[config.mk]
export PLATFORM = sky130hd
export DESIGN_NAME = dual_incremental_pi_motor_drive
export DESIGN_NICKNAME = d
export VERILOG_FILES = /design/src/sv/dipi_pkg.sv /design/src/sv/dual_incremental_pi_motor_drive.sv
export SDC_FILE = /design/constraint.sdc
export NUM_CORES = 2
export LEC_CHECK = 0
export BUFFER_PORTS_ARGS = -buffer_cell sky130_fd_sc_hd__buf_2
export CORE_UTILIZATION = 65
export DETAILED_ROUTE_END_ITERATION = 6
export HOLD_SLACK_MARGIN = 0.03
export PLACE_DENSITY = 0.9
export SYNTH_ARGS = -nofsm -noshare
export SYNTH_HDL_FRONTEND = slang
export SYNTH_SLANG_ARGS = --single-unit
[constraint.sdc]
create_clock -name clock -period 31 [get_ports clock]
set_input_delay 3.1 -clock clock [delete_from_list [all_inputs] [get_ports clock]]
set_output_delay 3.1 -clock clock [all_outputs]
set_load 0.02 [all_outputs]
[src/sv/dipi_pkg.sv]
// Package for the dual-wheel incremental PI motor drive.
// Holds register codes, direction and bridge pin codes, reset values and the
// per-wheel PI update function. No dependencies.

package dipi_pkg;

   // Field widths
   localparam int SpeedW = 12;
   localparam int ErrW   = 13;
   localparam int DriveW = 8;
   localparam int GainW  = 16;
   localparam int PinsW  = 4;
   localparam int DirW   = 3;
   localparam int CsrIdxW = 2;

   // Register reset values
   localparam logic [GainW-1:0]  PropGainRst  = 16'd256;
   localparam logic [GainW-1:0]  IntegGainRst = 16'd64;
   localparam logic [SpeedW-1:0] FullSpeedRst = 12'd1000;

   // Configuration register indexes
   typedef enum logic [CsrIdxW-1:0] {
      REG_PROP_GAIN  = 2'd0,
      REG_INTEG_GAIN = 2'd1,
      REG_FULL_SPEED = 2'd2
   } reg_type;

   // Direction commands; codes 6 and 7 mean stop
   typedef enum logic [DirW-1:0] {
      DIR_FORWARD = 3'd0,
      DIR_REVERSE = 3'd1,
      DIR_RIGHT   = 3'd2,
      DIR_LEFT    = 3'd3,
      DIR_ROT_CW  = 3'd4,
      DIR_ROT_CCW = 3'd5
   } dir_type;

   // H-bridge levels: bit0 IN1A, bit1 IN2A, bit2 IN1B, bit3 IN2B
   localparam logic [PinsW-1:0] PinsForward = 4'h5;
   localparam logic [PinsW-1:0] PinsReverse = 4'hA;
   localparam logic [PinsW-1:0] PinsRight   = 4'h1;
   localparam logic [PinsW-1:0] PinsLeft    = 4'h4;
   localparam logic [PinsW-1:0] PinsRotCw   = 4'h9;
   localparam logic [PinsW-1:0] PinsRotCcw  = 4'h6;
   localparam logic [PinsW-1:0] PinsStop    = 4'h0;

   // New drive and error of one wheel
   typedef struct packed {
      logic [DriveW-1:0]      drive;
      logic signed [ErrW-1:0] err;
   } wheel_type;

   // One velocity-form PI update; all divisions truncate toward zero
   function automatic wheel_type pi_step(
      input logic [SpeedW-1:0]      target,
      input logic [SpeedW-1:0]      speed,
      input logic [GainW-1:0]       kp,
      input logic [GainW-1:0]       ki,
      input logic [DriveW-1:0]      last_drive,
      input logic signed [ErrW-1:0] last_err
   );
      wheel_type          res;
      logic signed [12:0] err;
      logic signed [13:0] delta;
      logic signed [13:0] esum;
      logic signed [13:0] esum_adj;
      logic signed [12:0] mean;
      logic signed [30:0] prod_p;
      logic signed [30:0] prod_p_adj;
      logic signed [29:0] prod_i;
      logic signed [29:0] prod_i_adj;
      logic signed [22:0] p_term;
      logic signed [21:0] i_term;
      logic signed [24:0] total;

      err   = $signed({1'b0, target}) - $signed({1'b0, speed});
      delta = {err[12], err} - {last_err[12], last_err};
      esum  = {err[12], err} + {last_err[12], last_err};

      // Halve toward zero: bias negative sums by one before the shift
      esum_adj = esum + {13'd0, esum[13]};
      mean     = esum_adj[13:1];

      prod_p = $signed({1'b0, kp}) * delta;
      prod_i = $signed({1'b0, ki}) * mean;

      // Divide by 256 toward zero
      prod_p_adj = prod_p + (prod_p[30] ? 31'sd255 : 31'sd0);
      prod_i_adj = prod_i + (prod_i[29] ? 30'sd255 : 30'sd0);
      p_term     = prod_p_adj[30:8];
      i_term     = prod_i_adj[29:8];

      total = {17'd0, last_drive} + {{2{p_term[22]}}, p_term}
            + {{3{i_term[21]}}, i_term};

      // Saturate to 0..255
      if (total[24]) begin
         res.drive = '0;
      end else if (|total[23:8]) begin
         res.drive = '1;
      end else begin
         res.drive = total[7:0];
      end
      res.err = err;
      return res;
   endfunction

endpackage

[src/sv/dual_incremental_pi_motor_drive.sv]
// Requests move from the input register to the result register that drives rsp_valid.
// Throughput: one request per cycle when not stalled; the input and result registers
// each hold one request, so a new request enters while a result waits on rsp_stall.
// Per-wheel state (previous drive and error) updates in the cycle the result is formed.
// Reset (synchronous, active high) clears both stages and the wheel state and loads
// the gain and speed registers with their defaults; csr writes are always ready.
// Depends on dipi_pkg.

module dual_incremental_pi_motor_drive (
   input  logic                         clock,
   input  logic                         reset,
   // request channel
   input  logic                         req_valid,
   output logic                         req_stall,
   input  logic [dipi_pkg::DirW-1:0]    req_direction,
   input  logic [dipi_pkg::SpeedW-1:0]  req_speed_left,
   input  logic [dipi_pkg::SpeedW-1:0]  req_speed_right,
   // result channel
   output logic                         rsp_valid,
   input  logic                         rsp_stall,
   output logic [dipi_pkg::DriveW-1:0]  rsp_drive_left,
   output logic [dipi_pkg::DriveW-1:0]  rsp_drive_right,
   output logic [dipi_pkg::PinsW-1:0]   rsp_bridge_pins,
   // configuration write channel
   input  logic                         csr_valid,
   output logic                         csr_ready,
   input  logic [dipi_pkg::CsrIdxW-1:0] csr_index,
   input  logic [dipi_pkg::GainW-1:0]   csr_wdata
);

   // Configuration registers
   logic [dipi_pkg::GainW-1:0]  prop_gain_ff, prop_gain_in;
   logic [dipi_pkg::GainW-1:0]  integ_gain_ff, integ_gain_in;
   logic [dipi_pkg::SpeedW-1:0] full_speed_ff, full_speed_in;

   // Input stage
   logic                        in_vld_ff, in_vld_in;
   logic [dipi_pkg::DirW-1:0]   in_dir_ff, in_dir_in;
   logic [dipi_pkg::SpeedW-1:0] in_spd_l_ff, in_spd_l_in;
   logic [dipi_pkg::SpeedW-1:0] in_spd_r_ff, in_spd_r_in;

   // Result stage
   logic                        out_vld_ff, out_vld_in;
   logic [dipi_pkg::DriveW-1:0] out_drv_l_ff, out_drv_l_in;
   logic [dipi_pkg::DriveW-1:0] out_drv_r_ff, out_drv_r_in;
   logic [dipi_pkg::PinsW-1:0]  out_pins_ff, out_pins_in;

   // Wheel state
   logic [dipi_pkg::DriveW-1:0]      last_drive_left_ff, last_drive_left_in;
   logic [dipi_pkg::DriveW-1:0]      last_drive_right_ff, last_drive_right_in;
   logic signed [dipi_pkg::ErrW-1:0] last_error_left_ff, last_error_left_in;
   logic signed [dipi_pkg::ErrW-1:0] last_error_right_ff, last_error_right_in;

   logic                        fire;
   logic                        req_take;
   logic [dipi_pkg::SpeedW-1:0] half_speed;
   logic [dipi_pkg::SpeedW-1:0] tgt_l, tgt_r;
   logic [dipi_pkg::PinsW-1:0]  pins;
   dipi_pkg::wheel_type         wheel_l, wheel_r;

   // Handshake: the input stage moves to the result stage when that one is free
   assign fire      = in_vld_ff & (~out_vld_ff | ~rsp_stall);
   assign req_stall = in_vld_ff & ~fire;
   assign req_take  = req_valid & ~req_stall;
   assign csr_ready = 1'b1;

   assign rsp_valid       = out_vld_ff;
   assign rsp_drive_left  = out_drv_l_ff;
   assign rsp_drive_right = out_drv_r_ff;
   assign rsp_bridge_pins = out_pins_ff;

   // Configuration writes; unknown index is ignored
   always_comb begin
      prop_gain_in  = prop_gain_ff;
      integ_gain_in = integ_gain_ff;
      full_speed_in = full_speed_ff;
      if (csr_valid && csr_ready) begin
         unique case (csr_index)
            dipi_pkg::REG_PROP_GAIN:  prop_gain_in  = csr_wdata;
            dipi_pkg::REG_INTEG_GAIN: integ_gain_in = csr_wdata;
            dipi_pkg::REG_FULL_SPEED: full_speed_in = csr_wdata[dipi_pkg::SpeedW-1:0];
            default: ;
         endcase
      end
   end

   // Direction decode: pin levels and wheel targets
   assign half_speed = {1'b0, full_speed_ff[dipi_pkg::SpeedW-1:1]};

   always_comb begin
      unique case (in_dir_ff)
         dipi_pkg::DIR_FORWARD: begin
            pins = dipi_pkg::PinsForward; tgt_l = half_speed; tgt_r = half_speed;
         end
         dipi_pkg::DIR_REVERSE: begin
            pins = dipi_pkg::PinsReverse; tgt_l = half_speed; tgt_r = half_speed;
         end
         dipi_pkg::DIR_RIGHT: begin
            pins = dipi_pkg::PinsRight; tgt_l = full_speed_ff; tgt_r = '0;
         end
         dipi_pkg::DIR_LEFT: begin
            pins = dipi_pkg::PinsLeft; tgt_l = '0; tgt_r = full_speed_ff;
         end
         dipi_pkg::DIR_ROT_CW: begin
            pins = dipi_pkg::PinsRotCw; tgt_l = half_speed; tgt_r = half_speed;
         end
         dipi_pkg::DIR_ROT_CCW: begin
            pins = dipi_pkg::PinsRotCcw; tgt_l = half_speed; tgt_r = half_speed;
         end
         default: begin
            // unused codes stop both wheels
            pins = dipi_pkg::PinsStop; tgt_l = '0; tgt_r = '0;
         end
      endcase
   end

   // PI update for both wheels
   assign wheel_l = dipi_pkg::pi_step(tgt_l, in_spd_l_ff, prop_gain_ff, integ_gain_ff,
                                      last_drive_left_ff, last_error_left_ff);
   assign wheel_r = dipi_pkg::pi_step(tgt_r, in_spd_r_ff, prop_gain_ff, integ_gain_ff,
                                      last_drive_right_ff, last_error_right_ff);

   // Next state of the stages and the wheel state
   always_comb begin
      in_vld_in   = req_take | (in_vld_ff & ~fire);
      in_dir_in   = in_dir_ff;
      in_spd_l_in = in_spd_l_ff;
      in_spd_r_in = in_spd_r_ff;
      if (req_take) begin
         in_dir_in   = req_direction;
         in_spd_l_in = req_speed_left;
         in_spd_r_in = req_speed_right;
      end

      out_vld_in          = fire | (out_vld_ff & rsp_stall);
      out_drv_l_in        = out_drv_l_ff;
      out_drv_r_in        = out_drv_r_ff;
      out_pins_in         = out_pins_ff;
      last_drive_left_in  = last_drive_left_ff;
      last_drive_right_in = last_drive_right_ff;
      last_error_left_in  = last_error_left_ff;
      last_error_right_in = last_error_right_ff;
      if (fire) begin
         out_drv_l_in        = wheel_l.drive;
         out_drv_r_in        = wheel_r.drive;
         out_pins_in         = pins;
         last_drive_left_in  = wheel_l.drive;
         last_drive_right_in = wheel_r.drive;
         last_error_left_in  = wheel_l.err;
         last_error_right_in = wheel_r.err;
      end
   end

   // Control and state registers
   always_ff @(posedge clock) begin
      if (reset) begin
         prop_gain_ff        <= dipi_pkg::PropGainRst;
         integ_gain_ff       <= dipi_pkg::IntegGainRst;
         full_speed_ff       <= dipi_pkg::FullSpeedRst;
         in_vld_ff           <= 1'b0;
         out_vld_ff          <= 1'b0;
         last_drive_left_ff  <= '0;
         last_drive_right_ff <= '0;
         last_error_left_ff  <= '0;
         last_error_right_ff <= '0;
      end else begin
         prop_gain_ff        <= prop_gain_in;
         integ_gain_ff       <= integ_gain_in;
         full_speed_ff       <= full_speed_in;
         in_vld_ff           <= in_vld_in;
         out_vld_ff          <= out_vld_in;
         last_drive_left_ff  <= last_drive_left_in;
         last_drive_right_ff <= last_drive_right_in;
         last_error_left_ff  <= last_error_left_in;
         last_error_right_ff <= last_error_right_in;
      end
   end

   // Payload registers
   always_ff @(posedge clock) begin
      in_dir_ff    <= in_dir_in;
      in_spd_l_ff  <= in_spd_l_in;
      in_spd_r_ff  <= in_spd_r_in;
      out_drv_l_ff <= out_drv_l_in;
      out_drv_r_ff <= out_drv_r_in;
      out_pins_ff  <= out_pins_in;
   end

   // Stall only when both stages are full and the result is held
   a_stall_full: assert property (@(posedge clock) disable iff (reset)
      req_stall |-> (in_vld_ff && out_vld_ff && rsp_stall))
      else $error("request stalled with a free stage");

   // A pending request is never dropped
   a_in_kept: assert property (@(posedge clock) disable iff (reset)
      (in_vld_ff && !fire) |=> in_vld_ff)
      else $error("pending request lost");

   // Presented drives match the stored wheel state right after an update
   a_drive_state: assert property (@(posedge clock) disable iff (reset)
      fire |=> (rsp_valid && rsp_drive_left == last_drive_left_ff
                && rsp_drive_right == last_drive_right_ff))
      else $error("result drive differs from stored drive");

   // Wheel state only moves on an update
   a_state_hold: assert property (@(posedge clock) disable iff (reset)
      !fire |=> ($stable(last_drive_left_ff) && $stable(last_drive_right_ff)
                 && $stable(last_error_left_ff) && $stable(last_error_right_ff)))
      else $error("wheel state changed without an update");

endmodule
# Word level (Yosys, flattened, before mapping)
# Index checks and enable logic that the tools add are counted.
# W data, S select, Z words.
# word_totals
wordCells	72
out_inout_bits	23
inputBits	50
regBits	135
# classes
n_mul	4
reduce_logical	8
n_eq_ne	7
muxes	11
add_sub_neg	16
bitwise_logic	11
# ops
operator	n
$mux W8	8
$add A31 B9 Y31	2
$mul A17 B14 Y31	2
$add A30 B9 Y30	2
$mul A17 B13 Y30	2
$add A24 B22 Y25	2
$add A9 B23 Y24	2
$pmux W12 S2	2
$reduce_or A16 Y1	2
$add A13 B13 Y14	2
$add A14 B1 Y14	2
$sub A13 B13 Y14	2
$sub A12 B12 Y13	2
$pmux W4 S6	1
$eq A3 B2 Y1 const B	2
$eq A3 B3 Y1 const B	2
$reduce_and A2 Y1	3
$and A1 B1 Y1	4
$not A1 Y1	4
$reduce_or A4 Y1	1
$eq A3 B1 Y1 const B	1
$logic_not A3 Y1	1
$or A1 B1 Y1	3
$eq A2 B1 Y1 const B	1
other kinds (2)	2

# Depth between registers and ports, before layout
# depth
depth_word	13
depth_mapped	70
ltp_nobuf	66

# Worst setup path after synthesis
# Ideal clock, no wire load.
# synth_path
path_type	reg-to-reg
from	reg in_dir_ff[2] (netlist name)
to	reg out_drv_l_ff (netlist bit rsp_drive_left[0]), data pin
t_required_ps	30732
path_stages_with_launch	67
arrival_time_ps	15171
setup_slack_ps	15561
period_less_slack_ps	15439
cell_sequence	edfxtp_1 -> nor3b_1 -> clkbuf_1 -> a21oi_1 -> ha_1 -> fa_1 -> nor2b_1 -> o21ai_0 -> a21boi_0 -> o21ai_0 -> a21boi_0 -> o21a_1 -> o21ai_0 -> a21oi_1 -> nor2_1 -> ha_1 -> inv_1 -> a21oi_1 -> [... 31 more ...] -> a21boi_0 -> o211ai_1 -> or3_1 -> xnor2_1 -> fa_1 -> inv_1 -> ha_1 -> a21o_1 -> a211oi_1 -> a21boi_1 -> nor2_1 -> xnor2_1 -> a31oi_1 -> a2111oi_0 -> nand3_1 -> nor4b_2 -> clkbuf_1 -> a21oi_1
# synth_lines
item	line	text
from (decl)	dual_incremental_pi_motor_drive.sv:38	logic [dipi_pkg::DirW-1:0] in_dir_ff, in_dir_in;
from (signal assigned)	dual_incremental_pi_motor_drive.sv:181	in_dir_ff <= in_dir_in;
to (signal assigned)	dual_incremental_pi_motor_drive.sv:184	out_drv_l_ff <= out_drv_l_in;
to (decl)	dual_incremental_pi_motor_drive.sv:44	logic [dipi_pkg::DriveW-1:0] out_drv_l_ff, out_drv_l_in;

==> impl_metrics.tcl <==
set metrics [dict create \
    relSlewSlack_pct 5.45 \
    max_freq_ghz 0.0571 \
    hold_path_class "flip-flop to flip-flop" \
    final_antenna_net_count 0 \
    num_io_pins 73 \
    rsz0062_at_grt "no" \
    initial_core_util_pct 66.2 \
    yosys.area.top_type "fa_1" \
    cts_tree "yes" \
    skew_ns 0.0139 \
    tightest_slew_ns 1.41 \
    startpoint_type "flip-flop" \
    arrival_ns 17.73 \
    path_clk_slew_ns 0.07 \
    setup_viol 0 \
    r2r_slack_ns 13.49 \
    vias 37800 \
    syn_avg_cell_area_um2 8.39 \
    synthArstFlopShare_pct 0 \
    syn_nets 6665 \
    die-area_um2 70100 \
    wl_per_cell_um 18.7 \
    final_area_um2 46600 \
    worst_path_largest_cell_delay_ns 0.83 \
    synth.yosys.seq_area_share_pct 7.07 \
    ys_seq_elements 135 \
    grt_pass1_vias 39100 \
    grt_pass1_wl_mm 191 \
    grt-ovfl-total 0 \
    criticalPathCategory "flip-flop to flip-flop" \
    h-tree-depth 4 \
    met1_length_mm 46.3 \
    r2r_start "in_dir_ff[1]" \
    drt_iter0_drc 3636 \
    wirelength_mm 115 \
    synth_most_common_cell "inv_1" \
    synth_edf_count 47 \
    reg2reg_depth 58 \
    route.detailed.drc 0 \
    die_y_um 265 \
    outcome "finished, final reports clean" \
    synthTopCellsByArea "fa_1 30%, ha_1 17%, inv_1 7.6%, nand2_1 5.6%, dfxtp_1 3.9%" \
    ys_types 101 \
    placedCellCount 6138 \
    crit_end "rsp_drive_right[5]" \
    area_growth_syn_to_layout_pct 3.91 \
    drive_above_1_share_pct 5.30 \
    grt_use_total_pct 33.7 \
    cap_violations 0 \
    tns_ns 0 \
    crit_fanout 34 \
    cts_max_path_buffers 2 \
    final_hold_viol_count 0 \
    place_congestion 0.995 \
    ctsHoldBuffers 0 \
    syn_area_um2 44900 \
    finish.net_count 6602 \
    place_area_um2 46100 \
    num_rows 95 \
    antenna_found_initial 4 \
    post_cts_resized 0 \
    core_region_area_um2 67800 \
    worstReg2RegEnd "rsp_drive_right[5]" \
    cp_common_cell "fa_1" \
    drt_first_pass_iters 7 \
    met3_wirelength_mm 11.8 \
    grt_max_degree 62 \
    whs_ns 0.466 \
    cts-root-buf "clkbuf_16" \
    via_per_inst 6.12 \
    top_layer_used "met5" \
    report.final.slew_viol_count 0 \
    cts_sinks 135 \
    synth-main-ff-cell "dfxtp_1" \
    endpoint_kind "flip-flop" \
    cp_slowest_cell "ha_1" \
    yosysWarnings 0 \
    fin_crit_sh_pct 56.5 \
    place_hpwl_mm 93.1 \
    synthDominantCellAreaShare_pct 29.6 \
    synthTopCellsByCount "912 x inv_1, 670 x nand2_1, 664 x fa_1" \
    period_needed_ns 17.51 \
    syn-instance-count 5347 \
    startpoint "in_dir_ff[1]" \
    cts_buffers 17 \
    wl_met2_mm 53.4 \
    post_cts_buffers 0 \
    clkLatencyLatePin_ns 0.48 \
    required_ns 31.22 \
    final_cells 6174 \
    portBuffers 71 \
    fillCellCount 5120 \
    die_w_um 265 \
]
logic make-up after synthesis:
logic type	after synthesis	share of synthesized area, %
adder cells (fa/ha/maj)	1268	46.5
AO/OA/AOI/OAI	766	11.5
AND/OR/NAND/NOR	1743	19.5
XOR/XNOR	260	5.07
flip-flops	135	7.07
buffers and inverters	1142	9.64
multiplexers	32	0.758
other	1	0.00836
worst max-delay path: cells and delay by family, from the launching register on:
family | cells | cell delay, ns
AOI/OAI and AO/OA | 27 | 5.89
xor gates and xnor gates | 2 | 1.07
adders and majority gates | 13 | 6.10
buffers and inverters | 6 | 0.58
DFF | 1 | 0.65
muxes | 1 | 0.09
and+or+nand+nor | 9 | 2.82
flip-flops by register name (all words and copies together) (netlist names):
| name | flops |
|---|---|
| integ_gain_ff | 16 |
| prop_gain_ff | 16 |
| last_error_left_ff | 13 |
| last_error_right_ff | 13 |
| full_speed_ff | 12 |
| in_spd_l_ff | 12 |
| in_spd_r_ff | 12 |
| last_drive_left_ff | 8 |
| last_drive_right_ff | 8 |
| rsp_drive_left | 8 |
| rsp_drive_right | 8 |
| rsp_bridge_pins | 4 |
| in_dir_ff | 3 |
| in_vld_ff | 1 |
| rsp_valid | 1 |
per-stage QoR:
step	util, %	worst slack (ns)
3_5_place_dp	68.0	13.92
6_report	68.8	13.49
4_1_cts	68.8	13.85
3_3_place_gp	68.0	14.18
5_1_grt	68.8	12.34
2_1_floorplan	-	15.56
area by class of cell:
cell class / instances / area, um2 / share of cell area [%]
flip-flops and latches: 135 / 3170 / 6.80
repair buffers: 147 / 926 / 1.99
multi-input cells: 4070 / 37500 / 80.3
diodes: 4 / 10.0 / 0.0215
inverters: 913 / 3430 / 7.35
well taps: 873 / 1090 / 2.34
clock buffers: 18 / 429 / 0.920
clock inverters: 14 / 119 / 0.255
per-layer routing:
metal	vias to the layer above	GRT usage, %
met5	-	1.52
met1	18500	43.9
met4	4	11.6
met3	349	7.52
met2	1847	55.2
li1	17100	-
worst min path at each step:
stage / startpoint / to / slack, ns / cells after the start
4_1_cts: integ_gain_ff[4] / integ_gain_ff[4] / 0.46 / 2
2_1_floorplan: last_drive_right_ff[6] / last_drive_right_ff[6] / 0.45 / 2
6_report: integ_gain_ff[4] / integ_gain_ff[4] / 0.47 / 2
3_3_place_gp: integ_gain_ff[4] / integ_gain_ff[4] / 0.44 / 2
3_5_place_dp: integ_gain_ff[4] / integ_gain_ff[4] / 0.45 / 2
5_1_grt: integ_gain_ff[4] / integ_gain_ff[4] / 0.49 / 2
placed cells by master (no fill, tap or decap), drive strengths merged, types with 31 or more instances in the layout:
| cell | Yosys | layout |
|---|---|---|
| nand3 | 62 | 62 |
| nor2 | 204 | 204 |
| nor2b | 147 | 147 |
| a21oi | 247 | 247 |
| edfxtp | 47 | 47 |
| nand4 | 31 | 31 |
| and2 | 261 | 261 |
| o21a | 37 | 37 |
| nor4 | 31 | 31 |
| fa | 664 | 664 |
| inv | 912 | 917 |
| o21ai | 124 | 124 |
| dfxtp | 88 | 88 |
| xnor2 | 179 | 179 |
| buf | 22 | 147 |
| xor2 | 81 | 81 |
| ha | 604 | 604 |
| nor3 | 87 | 87 |
| a21o | 76 | 76 |
| or2 | 35 | 35 |
| nand2 | 670 | 670 |
| nand2b | 82 | 82 |
| a211oi | 36 | 36 |
Power is left out: the tool's default activity adds up to more than one toggle a clock period on the data nets, which glitch-free logic cannot reach.
